==> src/hw/rtl/bmse_pkg.sv <==
// ----------------------------------------------------------------------------
// bmse_pkg
// Shared widths, controller states and the command/status bundles between
// the binned mean controller and its datapath.
// ----------------------------------------------------------------------------
package bmse_pkg;

	localparam int BIN_W  = 16;
	localparam int SUM_W  = 48;
	localparam int ACC_W  = 64;
	localparam int MEAN_W = 32;
	localparam int SE_W   = 31;
	localparam int BINS_W = 32;
	localparam int ROOT_W = 32;

	typedef enum logic [4:0] {
		ST_IDLE,
		ST_CHECK,
		ST_BDIV,
		ST_BDIV_W,
		ST_BSQ,
		ST_BACC,
		ST_FIN,
		ST_MDIV,
		ST_MDIV_W,
		ST_MSQ,
		ST_QDIV,
		ST_QDIV_W,
		ST_VAR,
		ST_VDIV,
		ST_VDIV_W,
		ST_SQRT,
		ST_SQRT_W,
		ST_RES
	} state_t;

	typedef enum logic [1:0] {
		DIV_BIN,
		DIV_MEAN,
		DIV_MSQ,
		DIV_VAR
	} div_op_t;

	typedef struct packed {
		logic    in_ready;
		logic    div_start;
		div_op_t div_op;
		logic    sq_load;
		logic    mean_load;
		logic    bin_commit;
		logic    var_load;
		logic    sqrt_start;
		logic    out_load;
	} dp_cmd_t;

	typedef struct packed {
		logic accepted;
		logic close;
		logic last;
		logic err;
		logic div_done;
		logic sqrt_done;
		logic out_busy;
	} dp_sts_t;

endpackage

==> src/hw/rtl/bmse_in_if.sv <==
// ----------------------------------------------------------------------------
// bmse_in_if
// Sample channel: valid/ready with a sample and a last flag.
// ----------------------------------------------------------------------------
interface bmse_in_if #(
	parameter int SAMPLE_WIDTH = 32
);
	logic                    valid;
	logic                    ready;
	logic [SAMPLE_WIDTH-1:0] sample;
	logic                    last;

	modport source (output valid, output sample, output last, input ready);
	modport sink   (input valid, input sample, input last, output ready);
endinterface

==> src/hw/rtl/bmse_out_if.sv <==
// ----------------------------------------------------------------------------
// bmse_out_if
// Result channel: valid/ready with mean, standard error, bin count, status.
// ----------------------------------------------------------------------------
interface bmse_out_if;
	logic        valid;
	logic        ready;
	logic [31:0] mean;
	logic [30:0] std_error;
	logic [31:0] bins_used;
	logic        status;

	modport source (output valid, output mean, output std_error, output bins_used,
		output status, input ready);
	modport sink   (input valid, input mean, input std_error, input bins_used,
		input status, output ready);
endinterface

==> src/hw/rtl/binned_mean_std_error.sv <==
// ----------------------------------------------------------------------------
// binned_mean_std_error
// Binned mean and standard error of a Q16.16 sample stream.
// ----------------------------------------------------------------------------
// A sample that closes a bin waits for the 64-step serial divider that forms
// the bin average. Unless the data set is in error, the sample marked last
// adds three passes through that divider and 32 steps of the serial square
// root unit. The result waits in an output register, and the next data set
// is taken in while it waits. The bin length is to be written only while no
// sample is in flight; the block itself does not enforce this.
// ----------------------------------------------------------------------------
module binned_mean_std_error
	import bmse_pkg::*;
#(
	parameter int SAMPLE_WIDTH = 32,
	parameter int COUNT_WIDTH  = 32
) (
	input  logic             clk,
	input  logic             arst_n,
	input  logic             cfg_we,
	input  logic [BIN_W-1:0] cfg_wdata,
	bmse_in_if.sink          samples,
	bmse_out_if.source       results
);
	dp_cmd_t cmd;
	dp_sts_t sts;

	assign samples.ready = cmd.in_ready;

	bmse_ctrl u_ctrl (
		.clk    (clk),
		.arst_n (arst_n),
		.sts    (sts),
		.cmd    (cmd)
	);

	bmse_dp #(
		.SAMPLE_WIDTH (SAMPLE_WIDTH),
		.COUNT_WIDTH  (COUNT_WIDTH)
	) u_dp (
		.clk           (clk),
		.arst_n        (arst_n),
		.cmd           (cmd),
		.sts           (sts),
		.cfg_we        (cfg_we),
		.cfg_wdata     (cfg_wdata),
		.in_valid      (samples.valid),
		.in_sample     (samples.sample),
		.in_last       (samples.last),
		.out_ready     (results.ready),
		.out_valid     (results.valid),
		.out_mean      (results.mean),
		.out_std_error (results.std_error),
		.out_bins_used (results.bins_used),
		.out_status    (results.status)
	);

`ifndef NO_ASSERTIONS
	a_load_free: assert property (@(posedge clk) disable iff (!arst_n)
		cmd.out_load |-> !(results.valid && !results.ready))
		else $error("result loaded over a pending result");

	a_load_shows: assert property (@(posedge clk) disable iff (!arst_n)
		cmd.out_load |=> results.valid)
		else $error("loaded result not presented");

	a_err_zero: assert property (@(posedge clk) disable iff (!arst_n)
		(results.valid && results.status) |-> (results.mean == '0 && results.std_error == '0))
		else $error("error result carries nonzero statistics");
`endif
endmodule

==> src/hw/rtl/bmse_div.sv <==
// ----------------------------------------------------------------------------
// bmse_div
// Restoring unsigned divider, one quotient bit per cycle, 64-bit dividend.
// ----------------------------------------------------------------------------
module bmse_div
	import bmse_pkg::*;
#(
	parameter int DIV_W = 32
) (
	input  logic             clk,
	input  logic             arst_n,
	input  logic             start,
	input  logic [ACC_W-1:0] dividend,
	input  logic [DIV_W-1:0] divisor,
	output logic [ACC_W-1:0] quotient,
	output logic             done
);
	localparam int CNT_W = $clog2(ACC_W);

	logic [ACC_W-1:0] acc_q;
	logic [DIV_W-1:0] rem_q;
	logic [DIV_W-1:0] dsr_q;
	logic [CNT_W-1:0] cnt_q;
	logic             busy_q;
	logic             done_q;
	logic [DIV_W:0]   trial;
	logic             fits;

	assign trial = {rem_q, acc_q[ACC_W-1]};
	assign fits  = trial >= {1'b0, dsr_q};

	always_ff @(posedge clk or negedge arst_n) begin
		if (!arst_n) begin
			busy_q <= 1'b0;
			done_q <= 1'b0;
			cnt_q  <= '0;
		end else begin
			done_q <= 1'b0;
			if (start) begin
				busy_q <= 1'b1;
				cnt_q  <= '0;
			end else if (busy_q) begin
				cnt_q <= cnt_q + 1'b1;
				if (&cnt_q) begin
					busy_q <= 1'b0;
					done_q <= 1'b1;
				end
			end
		end
	end

	always_ff @(posedge clk) begin
		if (start) begin
			acc_q <= dividend;
			rem_q <= '0;
			dsr_q <= divisor;
		end else if (busy_q) begin
			acc_q <= {acc_q[ACC_W-2:0], fits};
			rem_q <= fits ? DIV_W'(trial - {1'b0, dsr_q}) : trial[DIV_W-1:0];
		end
	end

	assign quotient = acc_q;
	assign done     = done_q;
endmodule

==> src/hw/rtl/bmse_sqrt.sv <==
// ----------------------------------------------------------------------------
// bmse_sqrt
// Digit-by-digit integer square root of a 64-bit value, one root bit a cycle.
// ----------------------------------------------------------------------------
module bmse_sqrt
	import bmse_pkg::*;
(
	input  logic              clk,
	input  logic              arst_n,
	input  logic              start,
	input  logic [ACC_W-1:0]  radicand,
	output logic [ROOT_W-1:0] root,
	output logic              done
);
	localparam int CNT_W = $clog2(ROOT_W);
	localparam int REM_W = ROOT_W + 4;

	logic [ACC_W-1:0]  val_q;
	logic [REM_W-3:0]  rem_q;
	logic [ROOT_W-1:0] root_q;
	logic [CNT_W-1:0]  cnt_q;
	logic              busy_q;
	logic              done_q;
	logic [REM_W-1:0]  part;
	logic [REM_W-1:0]  trial;
	logic              fits;

	assign part  = {rem_q, val_q[ACC_W-1 -: 2]};
	assign trial = {2'b00, root_q, 2'b01};
	assign fits  = part >= trial;

	always_ff @(posedge clk or negedge arst_n) begin
		if (!arst_n) begin
			busy_q <= 1'b0;
			done_q <= 1'b0;
			cnt_q  <= '0;
		end else begin
			done_q <= 1'b0;
			if (start) begin
				busy_q <= 1'b1;
				cnt_q  <= '0;
			end else if (busy_q) begin
				cnt_q <= cnt_q + 1'b1;
				if (&cnt_q) begin
					busy_q <= 1'b0;
					done_q <= 1'b1;
				end
			end
		end
	end

	always_ff @(posedge clk) begin
		if (start) begin
			val_q  <= radicand;
			rem_q  <= '0;
			root_q <= '0;
		end else if (busy_q) begin
			val_q  <= {val_q[ACC_W-3:0], 2'b00};
			rem_q  <= fits ? (REM_W-2)'(part - trial) : part[REM_W-3:0];
			root_q <= {root_q[ROOT_W-2:0], fits};
		end
	end

	assign root = root_q;
	assign done = done_q;
endmodule

==> src/hw/rtl/bmse_ctrl.sv <==
// ----------------------------------------------------------------------------
// bmse_ctrl
// Sequencer: sample intake, bin close, and the final mean / error pass.
// ----------------------------------------------------------------------------
module bmse_ctrl
	import bmse_pkg::*;
(
	input  logic    clk,
	input  logic    arst_n,
	input  dp_sts_t sts,
	output dp_cmd_t cmd
);
	state_t state_q;
	state_t state_d;

	always_ff @(posedge clk or negedge arst_n) begin
		if (!arst_n) begin
			state_q <= ST_IDLE;
		end else begin
			state_q <= state_d;
		end
	end

	always_comb begin
		state_d = state_q;
		cmd     = '0;
		case (state_q)
			ST_IDLE: begin
				cmd.in_ready = 1'b1;
				if (sts.accepted) state_d = ST_CHECK;
			end
			ST_CHECK: begin
				if (sts.close)     state_d = ST_BDIV;
				else if (sts.last) state_d = ST_FIN;
				else               state_d = ST_IDLE;
			end
			ST_BDIV: begin
				cmd.div_start = 1'b1;
				cmd.div_op    = DIV_BIN;
				state_d       = ST_BDIV_W;
			end
			ST_BDIV_W: begin
				if (sts.div_done) state_d = ST_BSQ;
			end
			ST_BSQ: begin
				cmd.sq_load = 1'b1;
				state_d     = ST_BACC;
			end
			ST_BACC: begin
				cmd.bin_commit = 1'b1;
				state_d        = sts.last ? ST_FIN : ST_IDLE;
			end
			ST_FIN: begin
				state_d = sts.err ? ST_RES : ST_MDIV;
			end
			ST_MDIV: begin
				cmd.div_start = 1'b1;
				cmd.div_op    = DIV_MEAN;
				state_d       = ST_MDIV_W;
			end
			ST_MDIV_W: begin
				if (sts.div_done) state_d = ST_MSQ;
			end
			ST_MSQ: begin
				cmd.sq_load   = 1'b1;
				cmd.mean_load = 1'b1;
				state_d       = ST_QDIV;
			end
			ST_QDIV: begin
				cmd.div_start = 1'b1;
				cmd.div_op    = DIV_MSQ;
				state_d       = ST_QDIV_W;
			end
			ST_QDIV_W: begin
				if (sts.div_done) state_d = ST_VAR;
			end
			ST_VAR: begin
				cmd.var_load = 1'b1;
				state_d      = ST_VDIV;
			end
			ST_VDIV: begin
				cmd.div_start = 1'b1;
				cmd.div_op    = DIV_VAR;
				state_d       = ST_VDIV_W;
			end
			ST_VDIV_W: begin
				if (sts.div_done) state_d = ST_SQRT;
			end
			ST_SQRT: begin
				cmd.sqrt_start = 1'b1;
				state_d        = ST_SQRT_W;
			end
			ST_SQRT_W: begin
				if (sts.sqrt_done) state_d = ST_RES;
			end
			ST_RES: begin
				// hold until the output register is free
				if (!sts.out_busy) begin
					cmd.out_load = 1'b1;
					state_d      = ST_IDLE;
				end
			end
			default: begin
				state_d = ST_IDLE;
			end
		endcase
	end
endmodule

==> src/hw/rtl/bmse_dp.sv <==
// ----------------------------------------------------------------------------
// bmse_dp
// Datapath: bin accumulator, running totals, shared divider, multiplier,
// square root unit and the result register.
// ----------------------------------------------------------------------------
module bmse_dp
	import bmse_pkg::*;
#(
	parameter int SAMPLE_WIDTH = 32,
	parameter int COUNT_WIDTH  = 32
) (
	input  logic                    clk,
	input  logic                    arst_n,
	input  dp_cmd_t                 cmd,
	output dp_sts_t                 sts,
	input  logic                    cfg_we,
	input  logic [BIN_W-1:0]        cfg_wdata,
	input  logic                    in_valid,
	input  logic [SAMPLE_WIDTH-1:0] in_sample,
	input  logic                    in_last,
	input  logic                    out_ready,
	output logic                    out_valid,
	output logic [MEAN_W-1:0]       out_mean,
	output logic [SE_W-1:0]         out_std_error,
	output logic [BINS_W-1:0]       out_bins_used,
	output logic                    out_status
);
	localparam int DIV_W = (COUNT_WIDTH > BIN_W) ? COUNT_WIDTH : BIN_W;

	logic [BIN_W-1:0]        bin_len_q;
	logic signed [SUM_W-1:0] bin_sum_q;
	logic [BIN_W-1:0]        cnt_q;
	logic [COUNT_WIDTH-1:0]  bins_q;
	logic signed [ACC_W-1:0] avg_tot_q;
	logic [ACC_W-1:0]        sq_tot_q;
	logic [ACC_W-1:0]        sq_q;
	logic signed [ACC_W-1:0] mean_q;
	logic [ACC_W-1:0]        var_q;
	logic                    last_q;

	logic                    out_valid_q;
	logic [MEAN_W-1:0]       out_mean_q;
	logic [SE_W-1:0]         out_se_q;
	logic [BINS_W-1:0]       out_bins_q;
	logic                    out_status_q;

	logic                    accept;
	logic [BIN_W-1:0]        bs;
	logic signed [SUM_W:0]   sum_x;
	logic [SUM_W-1:0]        sum_sat;
	logic [SUM_W-1:0]        bin_mag;
	logic [ACC_W-1:0]        avg_mag;
	logic [ACC_W-1:0]        div_dividend;
	logic [DIV_W-1:0]        div_divisor;
	logic [ACC_W-1:0]        div_q;
	logic                    div_done;
	logic [ROOT_W-1:0]       root;
	logic                    sqrt_done;
	logic [ROOT_W-1:0]       sq_in;
	logic [ACC_W-1:0]        prod;
	logic [ACC_W-1:0]        sq_next;
	logic [ACC_W-1:0]        avg_val;
	logic [ACC_W:0]          tot_x;
	logic [ACC_W-1:0]        tot_sat;
	logic [ACC_W:0]          sqt_x;
	logic [ACC_W-1:0]        sqt_sat;
	logic [COUNT_WIDTH-1:0]  bins_next;
	logic                    err;
	logic                    mean_fits;
	logic [MEAN_W-1:0]       mean_sat;
	logic [SE_W-1:0]         se_sat;
	logic [BINS_W-1:0]       bins_sat;

	assign accept = in_valid & cmd.in_ready;
	assign bs     = (bin_len_q == '0) ? BIN_W'(1) : bin_len_q;

	// saturating bin accumulate
	assign sum_x   = {bin_sum_q[SUM_W-1], bin_sum_q}
		+ (SUM_W+1)'($signed(in_sample));
	assign sum_sat = (sum_x[SUM_W] != sum_x[SUM_W-1])
		? {sum_x[SUM_W], {(SUM_W-1){~sum_x[SUM_W]}}} : sum_x[SUM_W-1:0];

	assign bin_mag = bin_sum_q[SUM_W-1] ? SUM_W'(-bin_sum_q) : SUM_W'(bin_sum_q);
	assign avg_mag = avg_tot_q[ACC_W-1] ? ACC_W'(-avg_tot_q) : ACC_W'(avg_tot_q);

	always_comb begin
		case (cmd.div_op)
			DIV_BIN: begin
				div_dividend = ACC_W'(bin_mag);
				div_divisor  = DIV_W'(bs);
			end
			DIV_MEAN: begin
				div_dividend = avg_mag;
				div_divisor  = DIV_W'(bins_q);
			end
			DIV_MSQ: begin
				div_dividend = sq_tot_q;
				div_divisor  = DIV_W'(bins_q);
			end
			DIV_VAR: begin
				div_dividend = var_q;
				div_divisor  = DIV_W'(bins_q);
			end
			default: begin
				div_dividend = '0;
				div_divisor  = '0;
			end
		endcase
	end

	bmse_div #(.DIV_W(DIV_W)) u_div (
		.clk      (clk),
		.arst_n   (arst_n),
		.start    (cmd.div_start),
		.dividend (div_dividend),
		.divisor  (div_divisor),
		.quotient (div_q),
		.done     (div_done)
	);

	bmse_sqrt u_sqrt (
		.clk      (clk),
		.arst_n   (arst_n),
		.start    (cmd.sqrt_start),
		.radicand (div_q),
		.root     (root),
		.done     (sqrt_done)
	);

	// saturating square of a quotient magnitude
	assign sq_in   = div_q[ROOT_W-1:0];
	assign prod    = sq_in * sq_in;
	assign sq_next = (|div_q[ACC_W-1:ROOT_W]) ? '1 : prod;

	assign avg_val   = bin_sum_q[SUM_W-1] ? ACC_W'(-div_q) : div_q;
	assign tot_x     = {avg_tot_q[ACC_W-1], avg_tot_q} + {avg_val[ACC_W-1], avg_val};
	assign tot_sat   = (tot_x[ACC_W] != tot_x[ACC_W-1])
		? {tot_x[ACC_W], {(ACC_W-1){~tot_x[ACC_W]}}} : tot_x[ACC_W-1:0];
	assign sqt_x     = {1'b0, sq_tot_q} + {1'b0, sq_q};
	assign sqt_sat   = sqt_x[ACC_W] ? '1 : sqt_x[ACC_W-1:0];
	assign bins_next = (&bins_q) ? bins_q : bins_q + 1'b1;

	always_ff @(posedge clk or negedge arst_n) begin
		if (!arst_n) begin
			bin_len_q  <= BIN_W'(1);
			bin_sum_q  <= '0;
			cnt_q      <= '0;
			bins_q     <= '0;
			avg_tot_q  <= '0;
			sq_tot_q   <= '0;
			last_q     <= 1'b0;
		end else begin
			if (cfg_we) bin_len_q <= cfg_wdata;
			if (accept) begin
				bin_sum_q <= sum_sat;
				cnt_q     <= cnt_q + 1'b1;
				last_q    <= in_last;
			end
			if (cmd.bin_commit) begin
				avg_tot_q <= tot_sat;
				sq_tot_q  <= sqt_sat;
				bins_q    <= bins_next;
				bin_sum_q <= '0;
				cnt_q     <= '0;
			end
			// clear the data set once its result is loaded into the output register
			if (cmd.out_load) begin
				bin_sum_q <= '0;
				cnt_q     <= '0;
				bins_q    <= '0;
				avg_tot_q <= '0;
				sq_tot_q  <= '0;
			end
		end
	end

	always_ff @(posedge clk) begin
		if (cmd.sq_load)   sq_q   <= sq_next;
		if (cmd.mean_load) mean_q <= avg_tot_q[ACC_W-1] ? ACC_W'(-div_q) : div_q;
		if (cmd.var_load)  var_q  <= (div_q > sq_q) ? div_q - sq_q : '0;
	end

	assign err       = (cnt_q != '0) || (bins_q == '0);
	assign mean_fits = mean_q[ACC_W-1:MEAN_W-1] == {(ACC_W-MEAN_W+1){mean_q[MEAN_W-1]}};
	assign mean_sat  = mean_fits ? mean_q[MEAN_W-1:0]
		: {mean_q[ACC_W-1], {(MEAN_W-1){~mean_q[ACC_W-1]}}};
	assign se_sat    = root[ROOT_W-1] ? '1 : root[SE_W-1:0];

	generate
		if (COUNT_WIDTH > BINS_W) begin : g_bins_wide
			assign bins_sat = (|bins_q[COUNT_WIDTH-1:BINS_W]) ? '1 : bins_q[BINS_W-1:0];
		end else begin : g_bins_narrow
			assign bins_sat = BINS_W'(bins_q);
		end
	endgenerate

	always_ff @(posedge clk or negedge arst_n) begin
		if (!arst_n) begin
			out_valid_q <= 1'b0;
		end else if (cmd.out_load) begin
			out_valid_q <= 1'b1;
		end else if (out_ready) begin
			out_valid_q <= 1'b0;
		end
	end

	always_ff @(posedge clk) begin
		if (cmd.out_load) begin
			out_mean_q   <= err ? '0 : mean_sat;
			out_se_q     <= err ? '0 : se_sat;
			out_bins_q   <= bins_sat;
			out_status_q <= err;
		end
	end

	assign out_valid     = out_valid_q;
	assign out_mean      = out_mean_q;
	assign out_std_error = out_se_q;
	assign out_bins_used = out_bins_q;
	assign out_status    = out_status_q;

	assign sts.accepted  = accept;
	assign sts.close     = (cnt_q >= bs) || (cnt_q == '0);
	assign sts.last      = last_q;
	assign sts.err       = err;
	assign sts.div_done  = div_done;
	assign sts.sqrt_done = sqrt_done;
	assign sts.out_busy  = out_valid_q & ~out_ready;
endmodule

==> src/flat_wrapper.sv <==
// flat-port wrapper written by rule: the top's interface ports become plain ports
module binned_mean_std_error_flat import bmse_pkg::*;
#(
	parameter int SAMPLE_WIDTH = 32,
	parameter int COUNT_WIDTH  = 32
)
  (clk, arst_n, cfg_we, cfg_wdata, samples_valid, samples_sample, samples_last, samples_ready, results_valid, results_mean, results_std_error, results_bins_used, results_status, results_ready);
  bmse_in_if #(.SAMPLE_WIDTH(SAMPLE_WIDTH)) samples_i ();
  bmse_out_if results_i ();
  input  logic clk;
  input  logic arst_n;
  input  logic cfg_we;
  input  logic [BIN_W-1:0] cfg_wdata;
  input wire logic [$bits(samples_i.valid)-1:0] samples_valid;
  input wire logic [$bits(samples_i.sample)-1:0] samples_sample;
  input wire logic [$bits(samples_i.last)-1:0] samples_last;
  output wire logic [$bits(samples_i.ready)-1:0] samples_ready;
  output wire logic [$bits(results_i.valid)-1:0] results_valid;
  output wire logic [$bits(results_i.mean)-1:0] results_mean;
  output wire logic [$bits(results_i.std_error)-1:0] results_std_error;
  output wire logic [$bits(results_i.bins_used)-1:0] results_bins_used;
  output wire logic [$bits(results_i.status)-1:0] results_status;
  input wire logic [$bits(results_i.ready)-1:0] results_ready;
  assign samples_i.valid = samples_valid;
  assign samples_i.sample = samples_sample;
  assign samples_i.last = samples_last;
  assign samples_ready = samples_i.ready;
  assign results_valid = results_i.valid;
  assign results_mean = results_i.mean;
  assign results_std_error = results_i.std_error;
  assign results_bins_used = results_i.bins_used;
  assign results_status = results_i.status;
  assign results_i.ready = results_ready;
  binned_mean_std_error #(.SAMPLE_WIDTH(SAMPLE_WIDTH), .COUNT_WIDTH(COUNT_WIDTH)) u_core (.clk(clk), .arst_n(arst_n), .cfg_we(cfg_we), .cfg_wdata(cfg_wdata), .samples(samples_i), .results(results_i));
endmodule
==> config.mk <==
export PLATFORM = sky130hd
export DESIGN_NAME = binned_mean_std_error_flat
export DESIGN_NICKNAME = d
export VERILOG_FILES = /design/src/hw/rtl/bmse_pkg.sv /design/src/hw/rtl/bmse_in_if.sv /design/src/hw/rtl/bmse_out_if.sv /design/src/hw/rtl/binned_mean_std_error.sv /design/src/hw/rtl/bmse_div.sv /design/src/hw/rtl/bmse_sqrt.sv /design/src/hw/rtl/bmse_ctrl.sv /design/src/hw/rtl/bmse_dp.sv /design/src/flat_wrapper.sv
export SDC_FILE = /design/constraint.sdc
export NUM_CORES = 2
export LEC_CHECK = 0
export BUFFER_PORTS_ARGS = -buffer_cell sky130_fd_sc_hd__buf_2
export CORE_ASPECT_RATIO = 1.2
export CORE_UTILIZATION = 65
export DETAILED_ROUTE_END_ITERATION = 12
export MAX_ROUTING_LAYER = met4
export PLACE_DENSITY_LB_ADDON = 0.15
export SLEW_MARGIN = 20
export SYNTH_ARGS = -nofsm -noshare
export SYNTH_HDL_FRONTEND = slang
export SYNTH_SLANG_ARGS = --single-unit
export TNS_END_PERCENT = 10
==> constraint.sdc <==
create_clock -name clk -period 9.8 [get_ports clk]
set_input_delay 1.96 -clock clk [delete_from_list [all_inputs] [get_ports clk]]
set_output_delay 1.96 -clock clk [all_outputs]
set_load 0.01 [all_outputs]
Yosys cells after proc, flatten, opt, wreduce, memory -nomap -nowiden
Index checks and enable logic that the tools add are counted.
- flip-flop bits (word level): 808
- logic and storage cells: 173
- input bits: 54
- multipliers: 1
- add/subtract/negate cells: 13
- bitwise logic cells: 6
- muxes and demuxes: 69
- magnitude comparators: 4
- reductions and logical operators: 21
- equal/unequal tests: 31
- operators with widths (operator ; number):
    64-bit 2-to-1 mux ; 13
    64-bit case mux with 4 select lines ; 1
    48-bit 2-to-1 mux ; 5
    32-bit 2-to-1 mux ; 5
    64-bit by 64-bit adder with 65-bit output ; 2
    64-bit negator ; 2
    5-bit case mux with 18 select lines ; 1
    64-bit greater-than comparator ; 1
    32-bit by 32-bit multiplier with 64-bit output ; 1
    16-bit 2-to-1 mux ; 4
    32-bit case mux with 2 select lines ; 1
    64-bit subtractor ; 1
    5-bit 2-to-1 mux ; 11
    48-bit by 32-bit adder with 49-bit output ; 1
    48-bit negator ; 1
    5-bit by 4-bit equality test with 1-bit output, second input constant ; 8
    36-bit by 34-bit >= comparator with 1-bit output ; 1
    34-bit 2-to-1 mux ; 1
    34-bit subtractor ; 1
    33-bit by 32-bit >= comparator with 1-bit output ; 1
    32-bit by 1-bit adder with 32-bit output, second input constant ; 1
    32-bit equality test ; 1
    16-bit logical NOT ; 2
    32-bit logical NOT ; 1
    35 further kinds ; 78

Depth between registers and ports, before layout
- depth in word-level cells: 7
- gate-level depth with buffers: 31
- mapped depth without buffers: 28

By module
Synthesis repeated with hierarchy kept, for this count alone.
- cells, all modules: 9337
- area total of the unflattened synthesis: 85808.5 um^2
- modules (own cells, without submodules) (module ; cells an instance ; times used ; sequential area each (um^2) ; area each (um^2)):
    bmse_dp ; 7820 ; 1 ; 14705.4 ; 70116.0
    bmse_sqrt ; 766 ; 1 ; 3418.3 ; 7796.2
    bmse_div ; 668 ; 1 ; 3723.6 ; 7342.0
    bmse_ctrl ; 83 ; 1 ; 125.1 ; 554.3

Worst setup path after synthesis
No wires, ideal clock.
- kind: register to register
- start: register u_core.u_dp.u_div.acc_q[17], in the netlist u_core.u_dp.u_div.quotient[17]
- end: register u_core.u_dp.sq_q[63], data pin
- stages on the path, launching flop included: 29
- path slack: 1729 ps
- data required time: 9534 ps
- clock period less this slack: 8071 ps
- arrival time: 7805 ps
- path through: edfxtp_1 -> clkbuf_1 -> clkbuf_1 -> clkbuf_1 -> nand2_1 -> fa_1 -> fa_1 -> inv_1 -> fa_1 -> inv_1 -> fa_1 -> inv_1 -> fa_1 -> fa_1 -> fa_1 -> fa_1 -> ha_1 -> clkbuf_1 -> a21oi_1 -> o21ai_0 -> a2111oi_0 -> a211oi_1 -> and3_1 -> o21ai_0 -> nand3b_1 -> a31oi_1 -> o311ai_0 -> xnor2_1 -> nand2_1
- cells in the longest elaborated chain, start to end: 1
- ends and longest elaborated chain (element ; RTL line ; RTL):
    from (decl) ; bmse_div.sv:20 ; logic [ACC_W-1:0] acc_q;
    from (signal assigned) ; bmse_div.sv:54 ; acc_q <= dividend;
    from (signal assigned) ; bmse_div.sv:58 ; acc_q <= {acc_q[ACC_W-2:0], fits};
    32-bit by 32-bit multiplier with 64-bit output ; bmse_dp.sv:132 ; assign prod = sq_in * sq_in;
    to (signal assigned) ; bmse_dp.sv:178 ; if (cmd.sq_load) sq_q <= sq_next;
    to (decl) ; bmse_dp.sv:36 ; logic [ACC_W-1:0] sq_q;
No other way between the ends.
A chain may end at the register's enable or synchronous reset.

Final worst setup path
- start: register u_core.u_dp.u_div.acc_q[2], in the netlist u_core.u_dp.u_div.quotient[2]
- end: register u_core.u_dp.sq_q[63], data pin
Same word-level chain as after synthesis.

==> impl_metrics.toml <==
[run_status]
run_status = "complete, no violations"

[critical_path]
cp.arrival_ns = 9.71
critPathRequiredTime_ns = 10.18
max_stage_delay_ns = 0.85
crit_path_start_kind = "register"
r2r_start = "u_core.u_dp.u_div.quotient[2]"
worstSetupEndpointType = "register"
crit_top_cell = "fa_1"
slowest_stage = "edfxtp_1"
crit_fanout = 19
crit_buf_inv = 3
cp_top_family = "adder cells"
worstSetupPathType = "reg2reg"
critPathLaunch = "u_core.u_dp.u_div.quotient[2]"

[layout]
drive_gt1_share_pct = 5.84
final_net_count = 10900
post-route-util_pct = 69.9
synthToLayoutAreaGrowth_pct = 6.50
nFillCells = 10000

[global_routing]
grt_max_degree = 93
grtUsageTotal_pct = 43.0
antenna_found_initial = 10
overflow = 0
first_global_vias = 71700
grt_pass1_wl_um = 413000

[clocking]
cts_num_sinks = 808
insertion_delay_ns = 0.73
cts_max_path_buffers = 3
cts_max_level = 3
path_clk_slew_ns = 0.08
postCtsSetupBuffers = 0
ctsResizeCount = 0
postCtsHoldBufs = 0
root_buffer = "clkbuf_16"
cts_tree = "built"
cts_made_buffers = 89

[sta]
relSlewSlack_pct = 13.7
hold_slack_ns = 0.498
rsz0062_at_grt = "no"
hold_viol_final = 0
setup_viol = 0
worst_pin_slew_ns = 1.29
period_share_pct = 95.2
clock.fmax_mhz = 107
tns_ns = 0
skew_ns = 0.0643
fin_crit_ns = 9.33
finalMaxSlewViolations = 0

[synthesis]
synth_most_common_cell = "inv_1"
synth_largest_area_cell = "fa_1"
ys_types = 96
syn_inst = 9481
yosysWarnings = 0
synth.avg_cell_area_sq_um = 8.89
ys_async_sr_fraction_pct = 32.4
yosys-top-cells-count = "inv_1 (1,231), nand2_1 (1,137), fa_1 (801)"
synthFlopType = "edfxtp_1"
synth_top_area_share_pct = 19.0
ys_ff_latch = 808
synth_area_sq_um = 84300
ys_seq_area_share_pct = 26.1
synth_area_leaders = "fa_1 (19%), edfxtp_1 (16%), ha_1 (9.4%)"
synth_edf_count = 448

[power_and_ir_drop]
powerDensity_nw_per_um2 = 80.5
peakVddDrop_mv = 0.146
power_uw = 7230
leakagePower_uw = 0.0442

[route]
first_iter_violations = 6523
avgRoutedWirePerCell_um = 24.5
first_pass_iters = 10
post-route-drc-count = 0
vias = 70600
antenna_left = 0
drt-total-wl_um = 273000
vias_per_cell = 6.33

[run]
cap_violations = 0

[die]
core_sq_um = 128000
fp.dieW_um = 331
rows = 144
start_util_pct = 65.6
dieHeight_um = 396
ios = 152
dieArea_sq_um = 131000

[worst_hold_path]
hp-start = "u_core.u_dp.u_div.rem_q[24]"
hold_class = "reg2reg"

[place]
place_congestion = 1.09
portBuffers = 151
hpwl_um = 211000
path summary, 6_finish.rpt:
| check | endpoint | slack [ns] | cells after the start |
|---|---|---|---|
| max reg2reg | u_core.u_dp.sq_q[63] | 0.47 | 25 |
| min reg2reg | u_core.u_dp.u_div.rem_q[24] | 0.50 | 2 |
| max in group asynchronous | u_core.u_dp.avg_tot_q[63] | 6.95 | 2 |
| min | u_core.u_dp.u_div.rem_q[24] | 0.50 | 2 |
| min in group asynchronous | u_core.u_dp.bin_sum_q[31] | 1.30 | 1 |
| max | u_core.u_dp.sq_q[63] | 0.47 | 25 |
through the flow:
stage | cell area (sq um) | worst slack [ns] | cells
after CTS | 89700 | 0.597 | 11100
after global placement | 86600 | 0.708 | 11000
final | 89800 | 0.471 | 11100
after floorplan | 84300 | 1.73 | 9482
after global routing | 89800 | 0.0865 | 11100
after detailed placement | 86700 | 0.729 | 11000
cell type report:
type,instances,area [sq um],area share [%]
multi-input cells,6951,56000,62.4
flip-flops and latches,808,22000,24.5
inverters,1242,4670,5.20
clock buffers,130,2650,2.95
well taps,1679,2100,2.34
repair buffers,292,1940,2.16
clock inverters,37,402,0.447
diodes,7,17.5,0.0195
report_power, final:
group / switching (uW) / internal [uW]
sequential: 3.56 / 3560
combinational: 73.7 / 35.6
clock: 1530 / 2030
total: 1600 / 5630
flip-flops by register name, summed over array words and instances (netlist names), 34 cells and up:
name,count
u_core.u_dp.u_sqrt.rem_q,34
u_core.u_dp.sq_tot_q,64
u_core.u_dp.mean_q,64
u_core.u_dp.avg_tot_q,64
u_core.u_dp.bin_sum_q,48
u_core.u_dp.u_sqrt.val_q,64
u_core.u_dp.sq_q,64
u_core.u_dp.u_div.quotient,64
u_core.u_dp.var_q,64
metal layers:
metal	share of wire, %	global-route usage (%)	vias up
li1	-	-	31700
met1	35	46.5	34500
met2	48	70.2	3256
met3	6.8	5.81	1155
met4	10	35.9	0
met5	0	-	-
placed cells by master (no fill, tap or decap), types with 24 or more instances in the layout:
cell type,instances
a21oi_1,557
dfxtp_1,98
dfrtp_1,257
mux2i_1,81
a211oi_1,49
nor3_1,95
a31o_2,24
nand2_1,1136
nor2_1,576
o31ai_1,53
nand4_1,104
or2_2,34
ha_1,633
edfxtp_1,448
nand2b_1,72
a21boi_0,27
buf_2,150
a21o_1,239
and4_1,24
xnor2_1,394
o21ai_0,625
a222oi_1,45
o211ai_1,51
nor4_1,42
xor2_1,229
clkbuf_16,97
inv_1,1230
and3_1,61
o21bai_1,60
or3_1,61
and2_1,232
nor2b_1,74
buf_4,130
fa_1,801
a31oi_1,87
o21a_1,54
nand3_1,154
cells by family (layout without fill, tap and decap cells):
group	count (synthesis)	after routing	synth area share [%]
AO/OA/AOI/OAI	2056	2056	15.1
flip-flops	808	808	26.1
buffers and inverters	1723	1701	7.71
AND/OR/NAND/NOR	2746	2746	15.1
XOR/XNOR	625	625	6.49
multiplexers	88	88	1.06
adder cells (fa/ha/maj)	1434	1434	28.4
other	1	9	0.00445
worst reg2reg max path, cell delays in order, from the launching register on:
cell       delay [ns]
edfxtp_1         0.85
and2_1           0.29
fa_1             0.44
ha_1             0.32
a31o_2           0.27
fa_1             0.53
inv_1            0.05
fa_1             0.53
inv_1            0.06
fa_1             0.50
fa_1             0.61
fa_1             0.44
fa_1             0.45
ha_1             0.39
a21oi_1          0.34
o21ai_0          0.21
a2111oi_0        0.53
a211oi_1         0.18
buf_4            0.18
and3_1           0.20
o21ai_0          0.58
nand3b_1         0.22
a31oi_1          0.37
o311ai_0         0.22
xnor2_1          0.17
nand2_1          0.07
Power figures use the tool's default switching activity.
